[config.mk]
export PLATFORM = sky130hd
export DESIGN_NAME = usb_control_endpoint_handler_core
export DESIGN_NICKNAME = d
export VERILOG_FILES = /design/src/hw/rtl/ucep_pkg.sv /design/src/hw/rtl/ucep_front.sv /design/src/hw/rtl/ucep_queue.sv /design/src/hw/rtl/ucep_back.sv /design/src/hw/rtl/usb_control_endpoint_handler_core.sv
export SDC_FILE = /design/constraint.sdc
export NUM_CORES = 1
export LEC_CHECK = 0
export BUFFER_PORTS_ARGS = -buffer_cell sky130_fd_sc_hd__clkbuf_2
export CAP_MARGIN = 0
export CELL_PAD_IN_SITES_DETAIL_PLACEMENT = 1
export CELL_PAD_IN_SITES_GLOBAL_PLACEMENT = 1
export CORE_MARGIN = 2
export CORE_UTILIZATION = 30
export DETAILED_ROUTE_END_ITERATION = 7
export PLACE_DENSITY = 0.57
export SLEW_MARGIN = 20
export SYNTH_ARGS = -nofsm -noshare
export SYNTH_HDL_FRONTEND = slang
export SYNTH_SLANG_ARGS = --single-unit
[constraint.sdc]
create_clock -name clock -period 3.35 [get_ports clock]
set_input_delay 0.335 -clock clock [delete_from_list [all_inputs] [get_ports clock]]
set_output_delay 0.335 -clock clock [all_outputs]
set_load 0.05 [all_outputs]
[src/hw/rtl/ucep_pkg.sv]
// ----------------------------------------------------------------------------
// ucep_pkg
// Types and constants shared by the endpoint-0 control transfer handler.
// ----------------------------------------------------------------------------
package ucep_pkg;

   localparam int MAX_PACKET_DEF = 8;

   typedef enum logic [1:0] {
      KIND_BUS_RESET = 2'd0,
      KIND_SETUP     = 2'd1,
      KIND_OUT_DONE  = 2'd2,
      KIND_IN_DONE   = 2'd3
   } kind_type;

   typedef enum logic [1:0] {
      DIR_NONE = 2'd0,
      DIR_IN   = 2'd1,
      DIR_OUT  = 2'd2
   } dir_type;

   typedef enum logic [2:0] {
      ACT_RESET   = 3'd0,
      ACT_START   = 3'd1,
      ACT_NODATA  = 3'd2,
      ACT_STALL   = 3'd3,
      ACT_OUT     = 3'd4,
      ACT_IN      = 3'd5
   } act_type;

   localparam logic [7:0] REQ_GET_DESC   = 8'h06;
   localparam logic [7:0] REQ_SET_ADDR   = 8'h05;
   localparam logic [7:0] REQ_SET_CONFIG = 8'h09;
   localparam logic [7:0] REQ_GET_CONFIG = 8'h08;
   localparam logic [7:0] CLS_GET_REPORT = 8'h81;
   localparam logic [7:0] CLS_SET_IDLE   = 8'h8A;

   localparam logic [7:0] CLASS_MASK  = 8'h60;
   localparam logic [7:0] CLASS_VALUE = 8'h20;
   localparam logic [7:0] CLASS_BIT   = 8'h80;

   localparam logic [7:0] DT_DEVICE = 8'h01;
   localparam logic [7:0] DT_CONFIG = 8'h02;
   localparam logic [7:0] DT_STRING = 8'h03;
   localparam logic [7:0] DT_REPORT = 8'h22;

   // classified command handed from front to back
   typedef struct packed {
      act_type     act;
      logic [3:0]  src;
      logic [7:0]  len;      // already clamped to wLength
      logic        set_addr;
      logic        set_cfg;
      logic [7:0]  value;
   } cmd_type;

   typedef struct packed {
      logic        in_arm;
      logic        in_stall;
      logic [3:0]  in_count;
      logic        in_toggle;
      logic [3:0]  out_count;
      logic        out_toggle_check;
      logic        out_toggle;
      logic [3:0]  data_source;
      logic [7:0]  source_offset;
      logic        address_apply;
      logic [6:0]  device_address;
      logic [7:0]  configuration_value;
   } rsp_type;

endpackage

[src/hw/rtl/ucep_front.sv]
// ----------------------------------------------------------------------------
// ucep_front
// Decodes one endpoint-0 event into a command for the transfer sequencer.
// ----------------------------------------------------------------------------
module ucep_front (
   input  logic [1:0]        kind,
   input  logic [7:0]        request_type,
   input  logic [7:0]        request,
   input  logic [15:0]       setup_value,
   input  logic [15:0]       setup_length,
   output ucep_pkg::cmd_type cmd
);
   import ucep_pkg::*;

   logic [7:0] req;
   logic [7:0] full_len;
   logic       data_in;

   always_comb begin
      req = request;
      if ((request_type & CLASS_MASK) == CLASS_VALUE) req = request | CLASS_BIT;
      cmd = '0;
      cmd.value = setup_value[7:0];
      full_len = 8'd0;
      data_in = 1'b0;
      case (kind_type'(kind))
         KIND_BUS_RESET: cmd.act = ACT_RESET;
         KIND_OUT_DONE:  cmd.act = ACT_OUT;
         KIND_IN_DONE:   cmd.act = ACT_IN;
         default: begin
            cmd.act = ACT_STALL;
            case (req)
               REQ_GET_DESC: begin
                  data_in = 1'b1;
                  case (setup_value[15:8])
                     DT_DEVICE: begin cmd.src = 4'd1; full_len = 8'd18; end
                     DT_CONFIG: begin cmd.src = 4'd2; full_len = 8'd34; end
                     DT_REPORT: begin cmd.src = 4'd3; full_len = 8'd60; end
                     DT_STRING: begin
                        case (setup_value[7:0])
                           8'd0: begin cmd.src = 4'd4; full_len = 8'd4; end
                           8'd1: begin cmd.src = 4'd5; full_len = 8'd38; end
                           8'd2: begin cmd.src = 4'd6; full_len = 8'd52; end
                           8'd3: begin cmd.src = 4'd7; full_len = 8'd10; end
                           default: begin cmd.src = 4'd0; full_len = 8'd0; end
                        endcase
                     end
                     default: data_in = 1'b0;
                  endcase
               end
               REQ_SET_ADDR: begin cmd.act = ACT_NODATA; cmd.set_addr = 1'b1; end
               REQ_SET_CONFIG: begin cmd.act = ACT_NODATA; cmd.set_cfg = 1'b1; end
               CLS_SET_IDLE: cmd.act = ACT_NODATA;
               REQ_GET_CONFIG: begin data_in = 1'b1; cmd.src = 4'd8; full_len = 8'd1; end
               CLS_GET_REPORT: begin data_in = 1'b1; cmd.src = 4'd9; full_len = 8'd2; end
               default: cmd.act = ACT_STALL;
            endcase
            if (data_in) begin
               cmd.act = ACT_START;
               cmd.len = ({8'd0, full_len} > setup_length) ? setup_length[7:0] : full_len;
            end
         end
      endcase
   end

endmodule

[src/hw/rtl/ucep_queue.sv]
// ----------------------------------------------------------------------------
// ucep_queue
// Two-entry queue between the decoder and the transfer sequencer.
// ----------------------------------------------------------------------------
module ucep_queue (
   input  logic              clock,
   input  logic              reset,
   input  logic              push,
   input  ucep_pkg::cmd_type push_data,
   output logic              full,
   input  logic              pop,
   output logic              empty,
   output ucep_pkg::cmd_type pop_data
);
   import ucep_pkg::*;

   cmd_type    mem_ff [2];
   logic       wp_ff, wp_in, rp_ff, rp_in;
   logic [1:0] cnt_ff, cnt_in;

   assign full     = cnt_ff == 2'd2;
   assign empty    = cnt_ff == 2'd0;
   assign pop_data = mem_ff[rp_ff];

   always_comb begin
      wp_in  = wp_ff ^ push;
      rp_in  = rp_ff ^ pop;
      cnt_in = cnt_ff + {1'b0, push} - {1'b0, pop};
   end

   always_ff @(posedge clock) begin
      if (reset) begin
         wp_ff  <= 1'b0;
         rp_ff  <= 1'b0;
         cnt_ff <= 2'd0;
      end else begin
         wp_ff  <= wp_in;
         rp_ff  <= rp_in;
         cnt_ff <= cnt_in;
      end
      if (push) mem_ff[wp_ff] <= push_data;
   end

endmodule

[src/hw/rtl/ucep_back.sv]
// ----------------------------------------------------------------------------
// ucep_back
// Transfer sequencer: keeps the control transfer state and builds responses.
// ----------------------------------------------------------------------------
module ucep_back #(
   parameter int MAX_PACKET = ucep_pkg::MAX_PACKET_DEF
) (
   input  logic              clock,
   input  logic              reset,
   input  logic              cmd_valid,
   input  ucep_pkg::cmd_type cmd,
   output logic              cmd_pop,
   output logic              rsp_valid,
   input  logic              rsp_ready,
   output ucep_pkg::rsp_type rsp
);
   import ucep_pkg::*;

   localparam logic [7:0] PKT = 8'(MAX_PACKET);

   dir_type    dir_ff, dir_in, d;
   logic [3:0] src_ff, src_in, s;
   logic [7:0] pos_ff, pos_in, p;
   logic [7:0] rem_ff, rem_in, r;
   logic       tog_ff, tog_in, t;
   logic [6:0] padr_ff, padr_in;
   logic [7:0] cfg_ff, cfg_in;
   logic       vld_ff, vld_in;
   rsp_type    rsp_ff, rsp_in;
   logic [7:0] n;

   assign cmd_pop   = cmd_valid && (!vld_ff || rsp_ready);
   assign rsp_valid = vld_ff;
   assign rsp       = rsp_ff;

   always_comb begin
      d = dir_ff; s = src_ff; p = pos_ff; r = rem_ff; t = tog_ff;
      padr_in = padr_ff; cfg_in = cfg_ff;
      rsp_in = '0;
      case (cmd.act)
         ACT_RESET: begin
            d = DIR_NONE; s = '0; p = '0; r = '0; t = 1'b0;
            padr_in = '0; cfg_in = '0;
         end
         ACT_START: begin d = DIR_IN; t = 1'b1; s = cmd.src; p = '0; r = cmd.len; end
         ACT_NODATA: begin
            d = DIR_OUT; t = 1'b1; s = '0; p = '0; r = '0;
            if (cmd.set_addr) padr_in = cmd.value[6:0];
            if (cmd.set_cfg) cfg_in = cmd.value;
         end
         ACT_STALL: begin d = DIR_NONE; t = 1'b1; s = '0; p = '0; r = '0; end
         ACT_OUT: begin
            if (dir_ff == DIR_IN) d = DIR_NONE;
            else if (dir_ff == DIR_OUT) t = ~tog_ff;
         end
         default: begin
            if (dir_ff == DIR_IN) t = ~tog_ff;
            else if (dir_ff == DIR_OUT) begin
               d = DIR_NONE;
               if (padr_ff != '0) begin
                  rsp_in.address_apply  = 1'b1;
                  rsp_in.device_address = padr_ff;
                  padr_in = '0;
               end
            end
         end
      endcase
      n = (r <= PKT) ? r : PKT;
      pos_in = p; rem_in = r;
      if (d == DIR_IN) begin
         rsp_in.in_arm = 1'b1;
         rsp_in.in_count = n[3:0];
         rsp_in.in_toggle = t;
         rsp_in.out_toggle_check = 1'b1;
         rsp_in.out_toggle = 1'b1;
         rsp_in.data_source = s;
         rsp_in.source_offset = p;
         pos_in = p + n;
         rem_in = r - n;
      end else if (d == DIR_OUT) begin
         rsp_in.in_arm = 1'b1;
         rsp_in.in_toggle = 1'b1;
         rsp_in.out_count = n[3:0];
         rsp_in.out_toggle_check = 1'b1;
         rsp_in.out_toggle = t;
      end else begin
         rsp_in.out_count = 4'd8;
         if (cmd.act == ACT_STALL) begin
            rsp_in.in_arm = 1'b1;
            rsp_in.in_stall = 1'b1;
         end
      end
      // bus reset strobes address 0
      if (cmd.act == ACT_RESET) rsp_in.address_apply = 1'b1;
      rsp_in.configuration_value = cfg_in;
      dir_in = d; src_in = s; tog_in = t;
      vld_in = cmd_pop || (vld_ff && !rsp_ready);
   end

   always_ff @(posedge clock) begin
      if (reset) begin
         dir_ff <= DIR_NONE; src_ff <= '0; pos_ff <= '0; rem_ff <= '0;
         tog_ff <= 1'b0; padr_ff <= '0; cfg_ff <= '0; vld_ff <= 1'b0;
      end else begin
         vld_ff <= vld_in;
         if (cmd_pop) begin
            dir_ff <= dir_in; src_ff <= src_in; pos_ff <= pos_in; rem_ff <= rem_in;
            tog_ff <= tog_in; padr_ff <= padr_in; cfg_ff <= cfg_in;
         end
      end
      if (cmd_pop) rsp_ff <= rsp_in;
   end

endmodule

[src/hw/rtl/usb_control_endpoint_handler_core.sv]
// ----------------------------------------------------------------------------
// usb_control_endpoint_handler_core
// Endpoint-0 control transfer handler of a low-speed USB device.
// ----------------------------------------------------------------------------
// Usage:
//   req_ carries one endpoint-0 event per beat (bus reset, SETUP, OUT done,
//   IN done) with the SETUP fields. rsp_ returns one beat per event: how to
//   re-arm the endpoint buffers, the data source and offset of the next IN
//   packet, the address load strobe and the current configuration.
//   A decoder classifies each event into a two-entry command queue; the
//   sequencer pops one command per cycle into the response register while it is free or being taken.
//   Each accepted request is registered in the queue and then in the
//   response register; throughput is one event per cycle while rsp_tready
//   is high. When rsp_tready is low, the response register holds, the
//   queue fills and req_tready drops once two commands are waiting.
//   Synchronous reset clears all transfer state, empties the queue and
//   drops rsp_tvalid. A bus reset event clears the transfer state, not the
//   queue, and answers with address 0 strobed.
// ----------------------------------------------------------------------------
module usb_control_endpoint_handler_core #(
   parameter int MAX_PACKET = ucep_pkg::MAX_PACKET_DEF
) (
   input  logic        clock,
   input  logic        reset,
   input  logic        req_tvalid,
   output logic        req_tready,
   // kind[1:0], request_type[9:2], request[17:10], setup_value[33:18],
   // setup_length[49:34], zero fill[55:50]
   input  logic [55:0] req_tdata,
   output logic        rsp_tvalid,
   input  logic        rsp_tready,
   // in_arm[0], in_stall[1], in_count[5:2], in_toggle[6], out_count[10:7],
   // out_toggle_check[11], out_toggle[12], data_source[16:13],
   // source_offset[24:17], address_apply[25], device_address[32:26],
   // configuration_value[40:33], zero fill[47:41]
   output logic [47:0] rsp_tdata
);
   import ucep_pkg::*;

   cmd_type dec_cmd, q_cmd;
   rsp_type rsp;
   logic    q_full, q_empty, q_pop, push;

   assign req_tready = !q_full;
   assign push       = req_tvalid && req_tready;

   ucep_front u_front (
      .kind(req_tdata[1:0]), .request_type(req_tdata[9:2]), .request(req_tdata[17:10]),
      .setup_value(req_tdata[33:18]), .setup_length(req_tdata[49:34]), .cmd(dec_cmd)
   );

   ucep_queue u_queue (
      .clock, .reset, .push, .push_data(dec_cmd), .full(q_full),
      .pop(q_pop), .empty(q_empty), .pop_data(q_cmd)
   );

   ucep_back #(.MAX_PACKET(MAX_PACKET)) u_back (
      .clock, .reset, .cmd_valid(!q_empty), .cmd(q_cmd), .cmd_pop(q_pop),
      .rsp_valid(rsp_tvalid), .rsp_ready(rsp_tready), .rsp
   );

   assign rsp_tdata = {7'd0, rsp.configuration_value, rsp.device_address, rsp.address_apply,
                       rsp.source_offset, rsp.data_source, rsp.out_toggle,
                       rsp.out_toggle_check, rsp.out_count, rsp.in_toggle, rsp.in_count,
                       rsp.in_stall, rsp.in_arm};

   a_stall_holds: assert property (@(posedge clock) disable iff (reset)
      rsp_tvalid && !rsp_tready |=> rsp_tvalid && $stable(rsp_tdata))
      else $error("response changed while stalled");
   a_full_blocks: assert property (@(posedge clock) disable iff (reset)
      q_full |-> !req_tready)
      else $error("accepted into full queue");
   a_stall_not_armed: assert property (@(posedge clock) disable iff (reset)
      rsp_tvalid && rsp_tdata[1] |-> rsp_tdata[0] && rsp_tdata[5:2] == 4'd0)
      else $error("stall without armed empty IN");

endmodule
==> flow_metrics.tcl <==
set metrics [dict create \
    status "finished clean" \
    ys_types 73 \
    floorplan.die_area_mm2 0.02387 \
    antennaDiodeCount 0 \
    synthArstFlopShare 0 \
    totalWireLength_um 17130 \
    drt.antenna.violating_nets 0 \
    p_leak_uw 0.003322 \
    post_route_cells_drive_above_1_share 0.2388 \
    numCtsBuffers 17 \
    yosys.area.top_type "sky130_fd_sc_hd__edfxtp_1" \
    cap_viol_max_count 0 \
    via_count_of_the_first_global_routing_pass 5449 \
    total_congestion_overflow 0 \
    dp_worst_setup_slack_ns -0.09092 \
    worst_hold_path.endpoint "u_queue.mem_ff[0][5]" \
    core_area_mm2 0.02243 \
    synth-seq-area-share 0.5289 \
    share_of_the_cycle_needed_by_the_critical_path_after_routing 0.9529 \
    max_slew.worst_pin.slew_ns 0.7868 \
    syn_area_mm2 0.006794 \
    report.final.setup_viol 0 \
    clockRootBuffer "sky130_fd_sc_hd__clkbuf_16" \
    max_clock_freq_ghz 0.3133 \
    timing.critical_path.fanout_max 15 \
    synth_area_per_cell_um2 10.87 \
    synthesized_instance_count 625 \
    synth_warnings 0 \
    antenna_found_initial 0 \
    dieHeight_um 154.5 \
    grt_pass1_wl_um 27830 \
    drt-vias-per-instance 4.846 \
    total_power_consumption_uw 7512 \
    final_period_minus_worst_setup_slack_ns 3.192 \
    groute.usage.overall 0.1472 \
    flow.area_growth_from_synthesis_pct 22.58 \
    grt_max_degree 56 \
    nNetsFinal 827 \
    synth_seq_cells 134 \
    cts_tree "done" \
    timing.rr.start "u_queue.rp_ff" \
    power.ir.vdd_worst_uv 421.3 \
    yosys.cell_count.top_type "sky130_fd_sc_hd__edfxtp_1" \
    starting_density_of_the_core 0.3028 \
    synthTopCellsByArea "sky130_fd_sc_hd__edfxtp_1 40%, sky130_fd_sc_hd__dfxtp_1 13%, sky130_fd_sc_hd__mux2i_1 4.7%" \
    critical_path_required_ns 3.66 \
    clock_tree.htree_level_count 4 \
    timing_hold_violations_final 0 \
    arrival_ns 3.50 \
    hold_path.class "in2reg" \
    design_area_mm2 0.008328 \
    post_dp_cell_area_mm2 0.007721 \
    drt_iter0_markers 177 \
    holdPathStages 1 \
    power-per-cell-area_mw_per_mm2 902.0 \
    post-route-worst-setup-slack_ns 0.1579 \
    drc 0 \
    synth_ff_type "sky130_fd_sc_hd__edfxtp_1" \
    clock_skew_ns 0.01726 \
    num_io_pins 110 \
    routed_wire_length_per_instance_um 16.43 \
    clk_pin_slew_ns 0.06 \
    place.gp.congestion 0.8055 \
    critical_path.startpoint_type "register" \
    netlist_top_cells_count "91 x sky130_fd_sc_hd__edfxtp_1, 65 x sky130_fd_sc_hd__nor2_1, 43 x sky130_fd_sc_hd__dfxtp_1" \
    fin_worst_hold_slack_ns 0.1195 \
    clk-insertion-delay-late_ns 0.43 \
    max-slew-margin-rel 0.4732 \
    reg2reg_depth 17 \
    place_hpwl_um 12800 \
    via_count_of_the_routed_design 5054 \
    count_of_tritonroute_iterations_in_the_first_routing_pass 4 \
    die_width_um 154.5 \
    layout.filler_cells 2505 \
    fin_util 0.3712 \
    number_of_buffers_on_the_longest_clock_path 2 \
    critPathKind "reg2reg" \
    worstHoldStart "req_tdata[23]" \
    synth_top_area_frac 0.4022 \
    timing.reg2reg.setup_slack_ns 0.16 \
    placementRows 55 \
    io_buffers 90 \
    clock_sink_count 134 \
    ctsHoldBuffers 0 \
    reg2reg_to "u_back.pos_ff[4]" \
    slew_violations 0 \
    post_synth_edffs 91 \
    worstSetupEndpointType "register" \
]
## cells in the final DEF (no fill, tap or decap), types with 4 or more instances in the layout
master                      instances
sky130_fd_sc_hd__nand4_1            4
sky130_fd_sc_hd__a22oi_1            6
sky130_fd_sc_hd__or4_1              5
sky130_fd_sc_hd__o21ai_1           13
sky130_fd_sc_hd__a21o_1             4
sky130_fd_sc_hd__inv_1             18
sky130_fd_sc_hd__nor3_1            20
sky130_fd_sc_hd__inv_6              5
sky130_fd_sc_hd__and3_1            12
sky130_fd_sc_hd__o211a_1            9
sky130_fd_sc_hd__a211oi_1           8
sky130_fd_sc_hd__nand2_1           36
sky130_fd_sc_hd__mux2i_1           31
sky130_fd_sc_hd__a31oi_1            5
sky130_fd_sc_hd__o21ai_0           15
sky130_fd_sc_hd__edfxtp_1          91
sky130_fd_sc_hd__clkbuf_2          90
sky130_fd_sc_hd__nor4_1             6
sky130_fd_sc_hd__nand2b_1          19
sky130_fd_sc_hd__and2_1            23
sky130_fd_sc_hd__a21oi_1           27
sky130_fd_sc_hd__nor2_1            65
sky130_fd_sc_hd__xnor2_1            4
sky130_fd_sc_hd__nand3_1           10
sky130_fd_sc_hd__clkbuf_16         17
sky130_fd_sc_hd__nor2b_1           11
sky130_fd_sc_hd__dfxtp_1           42
sky130_fd_sc_hd__buf_4             31
sky130_fd_sc_hd__nor3b_1            6
sky130_fd_sc_hd__conb_1            15
sky130_fd_sc_hd__ha_1              21
sky130_fd_sc_hd__o21a_1             4
## cell families (layout without fill, tap and decap cells)
| kind of cell | after synthesis | count (layout) | share of synthesized area |
|---|---|---|---|
| adder cells (fa/ha/maj) | 22 | 22 | 0.04162 |
| other | 2 | 15 | 0.001105 |
| XOR/XNOR | 7 | 7 | 0.009024 |
| AO/OA/AOI/OAI | 126 | 126 | 0.1308 |
| flip-flops | 134 | 134 | 0.5289 |
| buffers and inverters | 56 | 176 | 0.04015 |
| multiplexers | 37 | 37 | 0.05820 |
| AND/OR/NAND/NOR | 241 | 241 | 0.1902 |
## worst max-delay path by stage
stage / slack, ns / depth (start not counted) / start / to
after floorplan: 0.31 / 12 / req_tdata[15] / u_queue.mem_ff[0][10]
after global placement: -0.0009 / 13 / req_tdata[23] / u_queue.mem_ff[1][15]
after detailed placement: -0.09 / 12 / req_tdata[15] / u_queue.mem_ff[1][12]
after CTS: 0.04 / 16 / u_queue.rp_ff / u_back.pos_ff[6]
after global routing: -0.007 / 15 / u_queue.mem_ff[1][22] / u_back.pos_ff[6]
final: 0.16 / 17 / u_queue.rp_ff / u_back.pos_ff[4]
## flip-flops by register name, indices dropped and copies added (netlist names)
signal	flops
u_queue.cnt_ff	2
u_back.rem_ff	8
u_back.pos_ff	8
u_back.dir_ff	2
u_back.tog_ff	1
u_queue.rp_ff	1
u_back.src_ff	4
u_back.padr_ff	7
u_back.rsp	41
u_back.cfg_ff	8
u_queue.wp_ff	1
u_queue.mem_ff	50
u_back.rsp_valid	1
## layer usage
| metal | up-vias | global-route usage | wire, um |
|---|---|---|---|
| met5 | - | 0 | 0 |
| met2 | 92 | 0.2566 | 8409 |
| met3 | 7 | 0.03138 | 533 |
| met4 | 0 | 0.05026 | 144 |
| li1 | 2516 | - | - |
| met1 | 2439 | 0.1808 | 8046 |
## worst max-delay path, stage by stage, from the launching register on
cell and delay [ns]:
sky130_fd_sc_hd__dfxtp_2 0.35, sky130_fd_sc_hd__buf_12 0.15, sky130_fd_sc_hd__and3b_4 0.18, sky130_fd_sc_hd__a22o_1 0.28, sky130_fd_sc_hd__mux2i_2 0.23, sky130_fd_sc_hd__and2_4 0.21
sky130_fd_sc_hd__inv_2 0.07, sky130_fd_sc_hd__nor2_1 0.18, sky130_fd_sc_hd__ha_1 0.20, sky130_fd_sc_hd__inv_1 0.05, sky130_fd_sc_hd__fa_1 0.41, sky130_fd_sc_hd__nor2b_1 0.13
sky130_fd_sc_hd__o21ai_1 0.08, sky130_fd_sc_hd__a21boi_1 0.20, sky130_fd_sc_hd__buf_4 0.15, sky130_fd_sc_hd__nor3_1 0.04, sky130_fd_sc_hd__a21oi_1 0.12, sky130_fd_sc_hd__nor2_1 0.05
## what timing repair did
action	4_1_cts	5_1_grt
pin swaps	0	1
endpoints found under the setup margin	1	5
setup buffers	0	1
gates resized for setup	1	6
## report_power, final
part / internal [uW] / switching, uW
clock network: 1100 / 732
logic: 968 / 2180
registers: 2320 / 202
## per-stage QoR
step	setup TNS (ns)	instances
CTS	0	1042
global placement	-0.001833	1010
finish	0	1043
floorplan	0	638
detailed placement	-0.7530	1010
global route	-0.01056	1043
## final cells by class
type | count | area, um2 | area share
clock buffers | 18 | 429.2 | 0.05153
clock inverters | 14 | 150.1 | 0.01803
inverters | 21 | 78.83 | 0.009465
multi-input cells | 448 | 2995 | 0.3597
flip-flops and latches | 134 | 3595 | 0.4316
well taps | 285 | 356.6 | 0.04282
repair buffers | 123 | 723.2 | 0.08684
Note: power is estimated with default switching activity, not from simulation.
